### config.mk
export PLATFORM = sky130hd
export DESIGN_NAME = svfd_back
export DESIGN_NICKNAME = d
export VERILOG_FILES = /design/src/hw/rtl/svfd_pkg.sv /design/src/hw/rtl/svfd_back.sv
export SDC_FILE = /design/constraint.sdc
export NUM_CORES = 1
export LEC_CHECK = 0
export ABC_AREA = 1
export BUFFER_PORTS_ARGS = -buffer_cell sky130_fd_sc_hd__clkbuf_2
export CAP_MARGIN = 20
export CORE_MARGIN = 2
export CORE_UTILIZATION = 39
export DETAILED_ROUTE_END_ITERATION = 16
export PLACE_DENSITY = 0.78
export SLEW_MARGIN = 10
export SYNTH_ARGS = -nofsm -noshare
export SYNTH_HDL_FRONTEND = slang
export SYNTH_SLANG_ARGS = --single-unit
### constraint.sdc
create_clock -name clock -period 1.94 [get_ports clock]
set_input_delay 0.388 -clock clock [delete_from_list [all_inputs] [get_ports clock]]
set_output_delay 0.388 -clock clock [all_outputs]
set_load 0.01 [all_outputs]
### src/hw/rtl/svfd_pkg.sv
// Shared constants, types and helper functions of the surface voxel face detector.
package svfd_pkg;

   // Largest grid the hardware is built for.
   localparam int MAX_X = 64;
   localparam int MAX_Y = 64;
   localparam int MAX_Z = 64;

   // Field widths.
   localparam int SIZE_W  = 7;
   localparam int VOXEL_W = 8;
   localparam int POS_W   = 6;
   localparam int MASK_W  = 6;

   // Coordinate widths; the slice counter also holds size_z itself.
   localparam int X_W  = (MAX_X > 1) ? $clog2(MAX_X) : 1;
   localparam int Y_W  = (MAX_Y > 1) ? $clog2(MAX_Y) : 1;
   localparam int Z_W  = (MAX_Z > 1) ? $clog2(MAX_Z) : 1;
   localparam int ZC_W = $clog2(MAX_Z + 1);

   // Class store: three slice slots, each addressed by {y, x}.
   localparam int SLOT_W     = 2;
   localparam int RING_AW    = SLOT_W + Y_W + X_W;
   localparam int RING_DEPTH = 3 << (X_W + Y_W);
   localparam int CLASS_W    = 2;

   // Queue between the front and the back.
   localparam int QUEUE_DEPTH = 4;
   localparam int QPTR_W      = $clog2(QUEUE_DEPTH);
   localparam int QCNT_W      = $clog2(QUEUE_DEPTH + 1);

   // Register port.
   localparam int CSR_AW = 4;
   localparam int CSR_DW = 32;
   localparam logic [1:0] REG_SIZE_X = 2'd0;
   localparam logic [1:0] REG_SIZE_Y = 2'd1;
   localparam logic [1:0] REG_SIZE_Z = 2'd2;

   // Raw voxel codes.
   localparam logic [VOXEL_W-1:0] VOXEL_SOLID = 8'd255;
   localparam logic [VOXEL_W-1:0] VOXEL_AIR   = 8'd0;

   // Face bits of the mask.
   localparam int FACE_XP = 0;
   localparam int FACE_XM = 1;
   localparam int FACE_YP = 2;
   localparam int FACE_YM = 3;
   localparam int FACE_ZP = 4;
   localparam int FACE_ZM = 5;

   // Input transaction kinds.
   localparam logic REQ_VOXEL = 1'b0;
   localparam logic REQ_DRAIN = 1'b1;

   typedef enum logic [CLASS_W-1:0] {
      CLS_NEITHER = 2'd0,
      CLS_AIR     = 2'd1,
      CLS_SOLID   = 2'd2
   } class_type;

   typedef struct packed {
      logic [SIZE_W-1:0] size_x;
      logic [SIZE_W-1:0] size_y;
      logic [SIZE_W-1:0] size_z;
      logic              rewind;
   } cfg_type;

   // One judged voxel with its neighbor classes and border flags.
   typedef struct packed {
      logic [X_W-1:0]    x;
      logic [Y_W-1:0]    y;
      logic [Z_W-1:0]    z;
      logic [MASK_W-1:0] border;
      class_type         center;
      class_type         xp;
      class_type         xm;
      class_type         yp;
      class_type         ym;
      class_type         zp;
      class_type         zm;
   } job_type;

   // A written size of zero becomes one; a size above the maximum saturates.
   function automatic logic [SIZE_W-1:0] clamp_size(input logic [SIZE_W-1:0] v,
                                                     input int max);
      logic [SIZE_W-1:0] r;
      if (v == '0) begin
         r = SIZE_W'(1);
      end else if (int'(v) > max) begin
         r = SIZE_W'(max);
      end else begin
         r = v;
      end
      return r;
   endfunction

endpackage

### src/hw/rtl/svfd_back.sv
// Back end: builds the face mask of a judged voxel and holds the result for the output.
module svfd_back (
   input  logic              clock,
   input  logic              reset,
   input  logic              job_valid,
   input  svfd_pkg::job_type job,
   output logic              job_pop,
   output logic              rsp_tvalid,
   input  logic              rsp_tready,
   output logic [23:0]       rsp_tdata
);

   logic                        rsp_valid_ff, rsp_valid_in;
   logic [23:0]                 rsp_data_ff;
   logic [svfd_pkg::MASK_W-1:0] mask;
   logic                        solid;
   logic                        hit;

   assign solid = (job.center == svfd_pkg::CLS_SOLID);

   // A face shows at the grid border or where the neighbor across it is air.
   always_comb begin
      mask                    = '0;
      mask[svfd_pkg::FACE_XP] = solid && (job.border[svfd_pkg::FACE_XP] ||
                                          job.xp == svfd_pkg::CLS_AIR);
      mask[svfd_pkg::FACE_XM] = solid && (job.border[svfd_pkg::FACE_XM] ||
                                          job.xm == svfd_pkg::CLS_AIR);
      mask[svfd_pkg::FACE_YP] = solid && (job.border[svfd_pkg::FACE_YP] ||
                                          job.yp == svfd_pkg::CLS_AIR);
      mask[svfd_pkg::FACE_YM] = solid && (job.border[svfd_pkg::FACE_YM] ||
                                          job.ym == svfd_pkg::CLS_AIR);
      mask[svfd_pkg::FACE_ZP] = solid && (job.border[svfd_pkg::FACE_ZP] ||
                                          job.zp == svfd_pkg::CLS_AIR);
      mask[svfd_pkg::FACE_ZM] = solid && (job.border[svfd_pkg::FACE_ZM] ||
                                          job.zm == svfd_pkg::CLS_AIR);
   end

   assign job_pop = job_valid && (!rsp_valid_ff || rsp_tready);
   assign hit     = job_pop && (mask != '0);

   always_comb begin
      rsp_valid_in = rsp_valid_ff;
      if (job_pop) begin
         rsp_valid_in = (mask != '0);
      end else if (rsp_tready) begin
         rsp_valid_in = 1'b0;
      end
   end

   always_ff @(posedge clock) begin
      if (reset) begin
         rsp_valid_ff <= 1'b0;
      end else begin
         rsp_valid_ff <= rsp_valid_in;
      end
   end

   always_ff @(posedge clock) begin
      if (hit) begin
         rsp_data_ff <= {mask,
                         svfd_pkg::POS_W'(job.z),
                         svfd_pkg::POS_W'(job.y),
                         svfd_pkg::POS_W'(job.x)};
      end
   end

   assign rsp_tvalid = rsp_valid_ff;
   assign rsp_tdata  = rsp_data_ff;

endmodule

==> flow_summary.toml <==
[synth]
ys_seq_area_share_pct = 79.5
synth.avg_cell_area_sq_um = 13.3
synth.net_count = 112
synthCells = 70
synth-seq-cells = 25
synth.cell_area_sq_um = 932
ys_types = 11
yosysWarnings = 0

[worst_setup_path]
critPathArrivalTime_ns = 0.99
critical-path-top-delay-family = "flip-flops"
critPathCaptureType = "output port"
crit_top_cell = "nand2_1"
crit_required_ns = 1.55
crit_fanout = 2
r2r_cells = 6
cp-start-kind = "register"
crit_type = "register to output port"
slowest_stage = "dfxtp_1"
r2r-end = "rsp_tdata[17]"
r2r_setup_slack_ns = 0.77
worst_r2r_startpoint = "rsp_tvalid"
cp_cell_sequence = "nand2_1 -> nand2_1 -> inv_1 -> clkbuf_2"
slowest_delay_ns = 0.33
crit_buf_inv = 2

[final_layout]
layout_common_cells = "clkbuf_2 (67), edfxtp_1 (24), inv_1 (18)"
antennaDiodeCount = 0
final_cells = 170
layout-drive-gt1-share_pct = 54.2
fillers = 182
nets = 185
final_common_cell = "clkbuf_2"
postLayoutCellArea_sq_um = 1350
seq_area_sq_um = 741
area_delta_synth_final_pct = 44.7
multi_input_area_sq_um = 120

[clock_tree]
clock_sinks = 25
cts.path.max_buffers = 2
hold_buffers = 0
root_buffer = "clkbuf_4"
cts_setup_buffers = 0
cts_made_buffers = 3
clk_pin_slew_ns = 0.12
cts.htree.levels = 1
cts_resized = 0
cts_tree = "yes"
clock_latency_ns = 0.29

[die]
die-width_microns = 52.9
start_util_pct = 41.7
die-area_sq_um = 2800
io_pins = 68
fp.coreArea_sq_um = 2230
rows = 17
dieHeight_microns = 52.9

[sta]
setup_viol = 0
fin_tns_setup_ns = 0
slew_headroom_pct = 87.8
finalMaxSlewViolations = 0
setup_ws_ns = 0.566
finalCriticalPeriod_ns = 1.37
tightest_slew_ns = 0.182
final.period_utilization_pct = 70.8
hold_viol = 0
skew_ns = 0.00933
holdWs_ns = 0.235
max_freq_mhz = 728
grt_setup_unrepaired = "no"

[global_route]
grt_max_degree = 25
grt_pass1_wl_microns = 2260
grt_pass1_vias = 580
grt-ovfl-total = 0
antenna_found_initial = 0
track_usage_pct = 11.4

[power_and_ir_drop]
pwr_density_cell_nw_per_um2 = 747
ir_worst_vdd_v = 0.000350
p_leak_nw = 0.715

[route]
dr.pass1.iters = 4
routed_wl_microns = 1550
final_antenna_net_count = 0
drtIter0Drc = 20
wire_per_inst_microns = 9.14
num_vias = 715
viasPerCell = 4.21
drc_errors = 0

[placement]
preCtsSetupSlack_ns = 0.384
io_buffers = 67
dp.cells = 166
dp_hpwl_microns = 1350
dpl_cell_area_sq_um = 1320
gp_congestion = 0.641

[min_path]
hold_depth = 2
min_from = "reset"
min_path_type = "input pin to register"
holdPathEnd = "rsp_tvalid"

[status]
outcome = "complete, no violations"

[flow_run]
maxCapViolations = 0
logic make-up after synthesis:
group	count (synthesis)	share of synthesized area [%]
compound gates	3	2.01
buf+inv	19	7.65
flops	25	79.5
simple gates	23	10.9
cells in the mapped netlist:
cell | instances | share of area [%]
edfxtp_1 | 24 | 77
dfxtp_1 | 1 | 2.1
nor2_1 | 2 | 0.81
nor2_4 | 1 | 1.2
nor2_2 | 2 | 1.3
nand2_1 | 17 | 6.8
inv_2 | 1 | 0.40
a21oi_2 | 1 | 0.94
nand2_2 | 1 | 0.67
inv_1 | 18 | 7.2
a21oi_1 | 2 | 1.1
per-layer routing:
| metal | vias to the layer above | GRT usage [%] | part of all wire (%) |
|---|---|---|---|
| met1 | 296 | 13.3 | 38 |
| met5 | - | 0 | 0 |
| met3 | 2 | 2.82 | 14 |
| met4 | 0 | 6.41 | 1.2 |
| met2 | 50 | 19.0 | 47 |
| li1 | 367 | - | - |
metrics by stage:
step	total power (W)	util (%)
after global placement	0.000818	59.2
after detailed placement	0.000820	59.2
after global routing	0.00106	60.4
after floorplan	0.000728	-
after CTS	0.00102	60.4
final	0.00101	60.4
report_power, final:
part | switching, W | total (W) | leakage, nW | internal (W)
clock | 0.000124 | 0.000204 | 0.0150 | 0.0000798
combinational | 0.0000807 | 0.000155 | 0.465 | 0.0000741
sequential | 0.00000964 | 0.000649 | 0.236 | 0.000640
total | 0.000214 | 0.00101 | 0.715 | 0.000794
registers in the layout, summed over array words and instances (netlist names):
name and count:
rsp_tvalid 1, rsp_tdata 24
worst max path at each step:
| stage | start | endpoint | slack [ns] | depth (start not counted) |
|---|---|---|---|---|
| finish | rsp_tvalid | job_pop | 0.57 | 4 |
| global route | rsp_tvalid | job_pop | 0.48 | 4 |
| CTS | rsp_tvalid | job_pop | 0.55 | 4 |
| detailed placement | job[13] | rsp_tdata[8] | 0.38 | 10 |
| global placement | job[13] | rsp_tdata[1] | 0.40 | 10 |
| floorplan | job[13] | rsp_tdata[0] | 0.21 | 8 |
cell type report:
class | count | share of cell area (%)
flip-flops and latches | 25 | 54.9
clock buffers | 4 | 1.95
repair buffers | 68 | 26.3
well taps | 28 | 2.60
multi-input cells | 26 | 8.91
inverters | 19 | 5.29
Power figures use the tool's default switching activity.
