$ cat config.mk
export PLATFORM = sky130hd
export DESIGN_NAME = svfd_queue
export DESIGN_NICKNAME = d
export VERILOG_FILES = /design/src/hw/rtl/svfd_pkg.sv /design/src/hw/rtl/svfd_queue.sv
export SDC_FILE = /design/constraint.sdc
export NUM_CORES = 1
export LEC_CHECK = 0
export BUFFER_PORTS_ARGS = -buffer_cell sky130_fd_sc_hd__buf_2
export CAP_MARGIN = 20
export CELL_PAD_IN_SITES_DETAIL_PLACEMENT = 1
export CELL_PAD_IN_SITES_GLOBAL_PLACEMENT = 1
export CORE_ASPECT_RATIO = 1.5
export CORE_MARGIN = 2
export CORE_UTILIZATION = 40
export CTS_BUF_LIST = sky130_fd_sc_hd__clkbuf_4 sky130_fd_sc_hd__clkbuf_8
export CTS_CLUSTER_DIAMETER = 200
export CTS_CLUSTER_SIZE = 28
export DETAILED_ROUTE_END_ITERATION = 8
export PLACE_DENSITY_LB_ADDON = 0.2
export SYNTH_ARGS = -nofsm -noshare
export SYNTH_HDL_FRONTEND = slang
export SYNTH_SLANG_ARGS = --single-unit
$ cat constraint.sdc
create_clock -name clock -period 2.48 [get_ports clock]
set_input_delay 0.372 -clock clock [delete_from_list [all_inputs] [get_ports clock]]
set_output_delay 0.372 -clock clock [all_outputs]
set_load 0.05 [all_outputs]
$ cat src/hw/rtl/svfd_pkg.sv
// Shared constants, types and helper functions of the surface voxel face detector.
package svfd_pkg;

   // Largest grid the hardware is built for.
   localparam int MAX_X = 64;
   localparam int MAX_Y = 64;
   localparam int MAX_Z = 64;

   // Field widths.
   localparam int SIZE_W  = 7;
   localparam int VOXEL_W = 8;
   localparam int POS_W   = 6;
   localparam int MASK_W  = 6;

   // Coordinate widths; the slice counter also holds size_z itself.
   localparam int X_W  = (MAX_X > 1) ? $clog2(MAX_X) : 1;
   localparam int Y_W  = (MAX_Y > 1) ? $clog2(MAX_Y) : 1;
   localparam int Z_W  = (MAX_Z > 1) ? $clog2(MAX_Z) : 1;
   localparam int ZC_W = $clog2(MAX_Z + 1);

   // Class store: three slice slots, each addressed by {y, x}.
   localparam int SLOT_W     = 2;
   localparam int RING_AW    = SLOT_W + Y_W + X_W;
   localparam int RING_DEPTH = 3 << (X_W + Y_W);
   localparam int CLASS_W    = 2;

   // Queue between the front and the back.
   localparam int QUEUE_DEPTH = 4;
   localparam int QPTR_W      = $clog2(QUEUE_DEPTH);
   localparam int QCNT_W      = $clog2(QUEUE_DEPTH + 1);

   // Register port.
   localparam int CSR_AW = 4;
   localparam int CSR_DW = 32;
   localparam logic [1:0] REG_SIZE_X = 2'd0;
   localparam logic [1:0] REG_SIZE_Y = 2'd1;
   localparam logic [1:0] REG_SIZE_Z = 2'd2;

   // Raw voxel codes.
   localparam logic [VOXEL_W-1:0] VOXEL_SOLID = 8'd255;
   localparam logic [VOXEL_W-1:0] VOXEL_AIR   = 8'd0;

   // Face bits of the mask.
   localparam int FACE_XP = 0;
   localparam int FACE_XM = 1;
   localparam int FACE_YP = 2;
   localparam int FACE_YM = 3;
   localparam int FACE_ZP = 4;
   localparam int FACE_ZM = 5;

   // Input transaction kinds.
   localparam logic REQ_VOXEL = 1'b0;
   localparam logic REQ_DRAIN = 1'b1;

   typedef enum logic [CLASS_W-1:0] {
      CLS_NEITHER = 2'd0,
      CLS_AIR     = 2'd1,
      CLS_SOLID   = 2'd2
   } class_type;

   typedef struct packed {
      logic [SIZE_W-1:0] size_x;
      logic [SIZE_W-1:0] size_y;
      logic [SIZE_W-1:0] size_z;
      logic              rewind;
   } cfg_type;

   // One judged voxel with its neighbor classes and border flags.
   typedef struct packed {
      logic [X_W-1:0]    x;
      logic [Y_W-1:0]    y;
      logic [Z_W-1:0]    z;
      logic [MASK_W-1:0] border;
      class_type         center;
      class_type         xp;
      class_type         xm;
      class_type         yp;
      class_type         ym;
      class_type         zp;
      class_type         zm;
   } job_type;

   // A written size of zero becomes one; a size above the maximum saturates.
   function automatic logic [SIZE_W-1:0] clamp_size(input logic [SIZE_W-1:0] v,
                                                     input int max);
      logic [SIZE_W-1:0] r;
      if (v == '0) begin
         r = SIZE_W'(1);
      end else if (int'(v) > max) begin
         r = SIZE_W'(max);
      end else begin
         r = v;
      end
      return r;
   endfunction

endpackage

$ cat src/hw/rtl/svfd_queue.sv
// Short job queue between the front end and the back end.
module svfd_queue (
   input  logic                        clock,
   input  logic                        reset,
   input  logic                        push,
   input  svfd_pkg::job_type           push_job,
   input  logic                        pop,
   output logic                        pop_valid,
   output svfd_pkg::job_type           pop_job,
   output logic [svfd_pkg::QCNT_W-1:0] count
);

   svfd_pkg::job_type           entry_ff [svfd_pkg::QUEUE_DEPTH];
   logic [svfd_pkg::QPTR_W-1:0] wr_ptr_ff, wr_ptr_in;
   logic [svfd_pkg::QPTR_W-1:0] rd_ptr_ff, rd_ptr_in;
   logic [svfd_pkg::QCNT_W-1:0] count_ff, count_in;
   logic                        do_pop;

   assign do_pop = pop && (count_ff != '0);

   always_comb begin
      wr_ptr_in = wr_ptr_ff;
      rd_ptr_in = rd_ptr_ff;
      count_in  = count_ff;
      if (push) begin
         wr_ptr_in = (wr_ptr_ff == svfd_pkg::QPTR_W'(svfd_pkg::QUEUE_DEPTH - 1)) ?
                     '0 : wr_ptr_ff + svfd_pkg::QPTR_W'(1);
      end
      if (do_pop) begin
         rd_ptr_in = (rd_ptr_ff == svfd_pkg::QPTR_W'(svfd_pkg::QUEUE_DEPTH - 1)) ?
                     '0 : rd_ptr_ff + svfd_pkg::QPTR_W'(1);
      end
      if (push && !do_pop) begin
         count_in = count_ff + svfd_pkg::QCNT_W'(1);
      end else if (!push && do_pop) begin
         count_in = count_ff - svfd_pkg::QCNT_W'(1);
      end
   end

   always_ff @(posedge clock) begin
      if (reset) begin
         wr_ptr_ff <= '0;
         rd_ptr_ff <= '0;
         count_ff  <= '0;
      end else begin
         wr_ptr_ff <= wr_ptr_in;
         rd_ptr_ff <= rd_ptr_in;
         count_ff  <= count_in;
      end
   end

   always_ff @(posedge clock) begin
      if (push) begin
         entry_ff[wr_ptr_ff] <= push_job;
      end
   end

   assign pop_valid = (count_ff != '0);
   assign pop_job   = entry_ff[rd_ptr_ff];
   assign count     = count_ff;

endmodule

==> summary.txt <==
Layout
  • Fin nets: 392
  • Layout fillers: 1348
  • Layout overhead on the synthesized area: 19.5%
  • Area of the multi-input gates: 1110 sq um
  • Register area: 4750 sq um
  • Design area: 7100 sq um
  • Share of cells above drive strength 1: 46.9%

Setup path
  • Reg2reg end: count[2]
  • Data required time at the worst endpoint: 2.11 ns
  • Critical R2R Launch: count[1]
  • CP Launch Type: flip-flop
  • R2R depth: 7
  • Flop-to-flop setup slack: 0.19 ns
  • WS Path Type: flip-flop to output port
  • CP endpoint kind: output port
  • Critical Path AT: 1.98 ns
  • Crit path max fanout: 14

Detailed routing
  • DR pass1 iterations: 5
  • Drt via density: 4.93
  • DRT Wirelength: 11.0 mm
  • Drt drc: 0
  • Starting DRT DRC Count: 107
  • Antenna-violating nets left: 0
  • WL per Instance: 19.8 um
  • Vias post-DR: 2724

Logic synthesis
  • Post-synth EDFFs: 152
  • Synth async-reset ratio: 0%
  • Share of the synthesized area in the top cell type: 76.8%
  • Top cells by count, synth: edfxtp_1, mux4_2, dfxtp_1, ha_1, nor2_1
  • Yosys cell types: 20
  • Mapped cell area: 5940 sq um
  • Syn_area_per_cell: 24.6 sq um
  • Main synth FF type: edfxtp_1
  • Dominant cell type by area after synthesis: edfxtp_1
  • Synth area leaders: edfxtp_1, mux4_2, dfxtp_1
  • Synthesized Nets: 290
  • Most common cell in the synthesized netlist: edfxtp_1
  • Yosys reg bits: 161
  • Post-Synthesis Cells: 241
  • Register area share after synthesis: 79.9%
  • Ys Warns: 0

Die
  • # IOs: 84
  • Die width: 103 um
  • Core ar.: 14500 sq um
  • Row Count: 54
  • Initial Utilization: 40.9%
  • Full die area: 15900 sq um
  • DIE HEIGHT: 153 um

Hold path
  • Worst Hold Depth: 1
  • Worst min-delay path class: primary input to flip-flop
  • Worst Hold Path EP: entry_ff[2][36]
  • HP Start: push_job[36]

Timing
  • Min Tclk post-route: 2.35 ns
  • RSZ-0062 raised after global routing: false
  • Worst slew margin: 72.5%
  • Final period util: 94.7%
  • Setup TNS: 0 ns
  • Final Hold Fails: 0
  • Worst-Margin Slew: 0.409 ns
  • Fmax: 0.426 GHz
  • Final setup vio count: 0
  • Final Max Tran Viols: 0
  • Clock Skews: 0.0142 ns

Clock network
  • Clk sink count: 161
  • Worst-skew pair later-pin latency: 0.43 ns
  • Clock root buffer: clkbuf_8
  • Worst-path clk slew: 0.08 ns
  • H-tree levels: 4
  • Clock buffer depth: 2
  • Post-cts hold buffer count: 0
  • Post-CTS setup buffer count: 0
  • CTS Buf Count: 17
  • CTS tree: built
  • # resized after CTS: 0

Placed design
  • Hpwl dp: 6.56 mm
  • RePlAce Congestion: 0.675
  • Area after DPL: 6680 sq um
  • IO Port Bufs: 83

Power
  • P_leak: 2.41 nW
  • Peak supply drop: 0.585 mV
  • Power Dens Cells: 1010 nW/um^2

Global route
  • Initial antenna violation count: 0
  • Total track usage: 14.9%
  • GR Overflow Total: 0
  • Vias in the first global route: 3014
  • Largest net degree at the start of global routing: 39
  • First-pass GRT wire length: 17.0 mm

Job
  • # Max-Cap Violations: 0

Run status
  • Status: complete, no violations
==> sequential cells by signal (all words and copies together) (netlist names), named ones only <==
name	cells
count	3
entry_ff	152
rd_ptr_ff	2
wr_ptr_ff	2
==> cell type report <==
| class | instances | share of cell area, % |
|---|---|---|
| clock buffers | 22 | 3.91 |
| well taps | 196 | 3.46 |
| repair buffers | 91 | 7.94 |
| multi-input cells | 69 | 15.7 |
| diodes | 1 | 0.0353 |
| clock inverters | 10 | 1.90 |
| inverters | 3 | 0.159 |
| flip-flops and latches | 161 | 66.9 |
==> critical path, cell delays in order, from the launching register on <==
cell,delay (ns)
dfxtp_4,0.54
buf_12,0.22
mux4_2,0.53
buf_2,0.23
==> report_power, final <==
part,internal (mW),switching [mW]
Sequential,3.13,0.111
Combinational,0.665,1.32
Clock,1.06,0.903
==> through the flow <==
step	setup WS, ns	util (%)	total power [mW]	hold WS, ns	instances
3_5_place_dp	0.202	46.0	5.33	0.507	520
2_1_floorplan	0.261	-	4.86	0.441	241
4_1_cts	0.0717	48.8	7.29	0.119	552
5_1_grt	0.0295	48.8	7.48	0.128	552
6_report	0.131	48.8	7.20	0.156	553
3_3_place_gp	0.429	46.0	5.30	0.498	520
==> cell families after synthesis <==
kind of cell / Yosys count / share of synthesized area (%)
muxes: 42 / 15.1
buffers and inverters: 11 / 1.50
and+or+nand+nor: 14 / 1.18
adders and majority gates: 7 / 1.60
xor gates and xnor gates: 2 / 0.295
DFF: 161 / 79.9
AOI/OAI and AO/OA: 4 / 0.463
==> routing by layer <==
layer	wire length (um)	GRT usage (%)	vias up
met5	0	0	-
met4	108	5.08	0
met3	462	4.07	7
met2	6110	25.4	62
met1	4290	17.9	1435
li1	-	-	1220
==> how the worst max path moves through the flow <==
stage	startpoint	to	slack [ns]	cells past startpoint
floorplan	count[1]	count[2]	0.26	7
global placement	count[1]	count[2]	0.43	7
detailed placement	count[1]	count[2]	0.20	7
CTS	flip-flop	pop_job[23]	0.07	3
global route	flip-flop	pop_job[23]	0.03	3
finish	flip-flop	pop_job[30]	0.13	3
==> cells in the final DEF, fill, tap and decap left out, types with 2 or more instances in the layout <==
| cell | count |
|---|---|
| edfxtp_1 | 152 |
| buf_2 | 83 |
| mux4_2 | 38 |
| clkbuf_8 | 18 |
| dfxtp_1 | 7 |
| buf_12 | 7 |
| nor2_1 | 6 |
| ha_1 | 6 |
| and2_2 | 4 |
| mux2i_1 | 4 |
| clkbuf_4 | 4 |
| inv_1 | 3 |
| or3_1 | 3 |
| bufinv_16 | 3 |
| clkinvlp_4 | 3 |
| xor2_1 | 2 |
| a21oi_1 | 2 |
| clkinv_2 | 2 |
(Power assumes the default switching activity.)
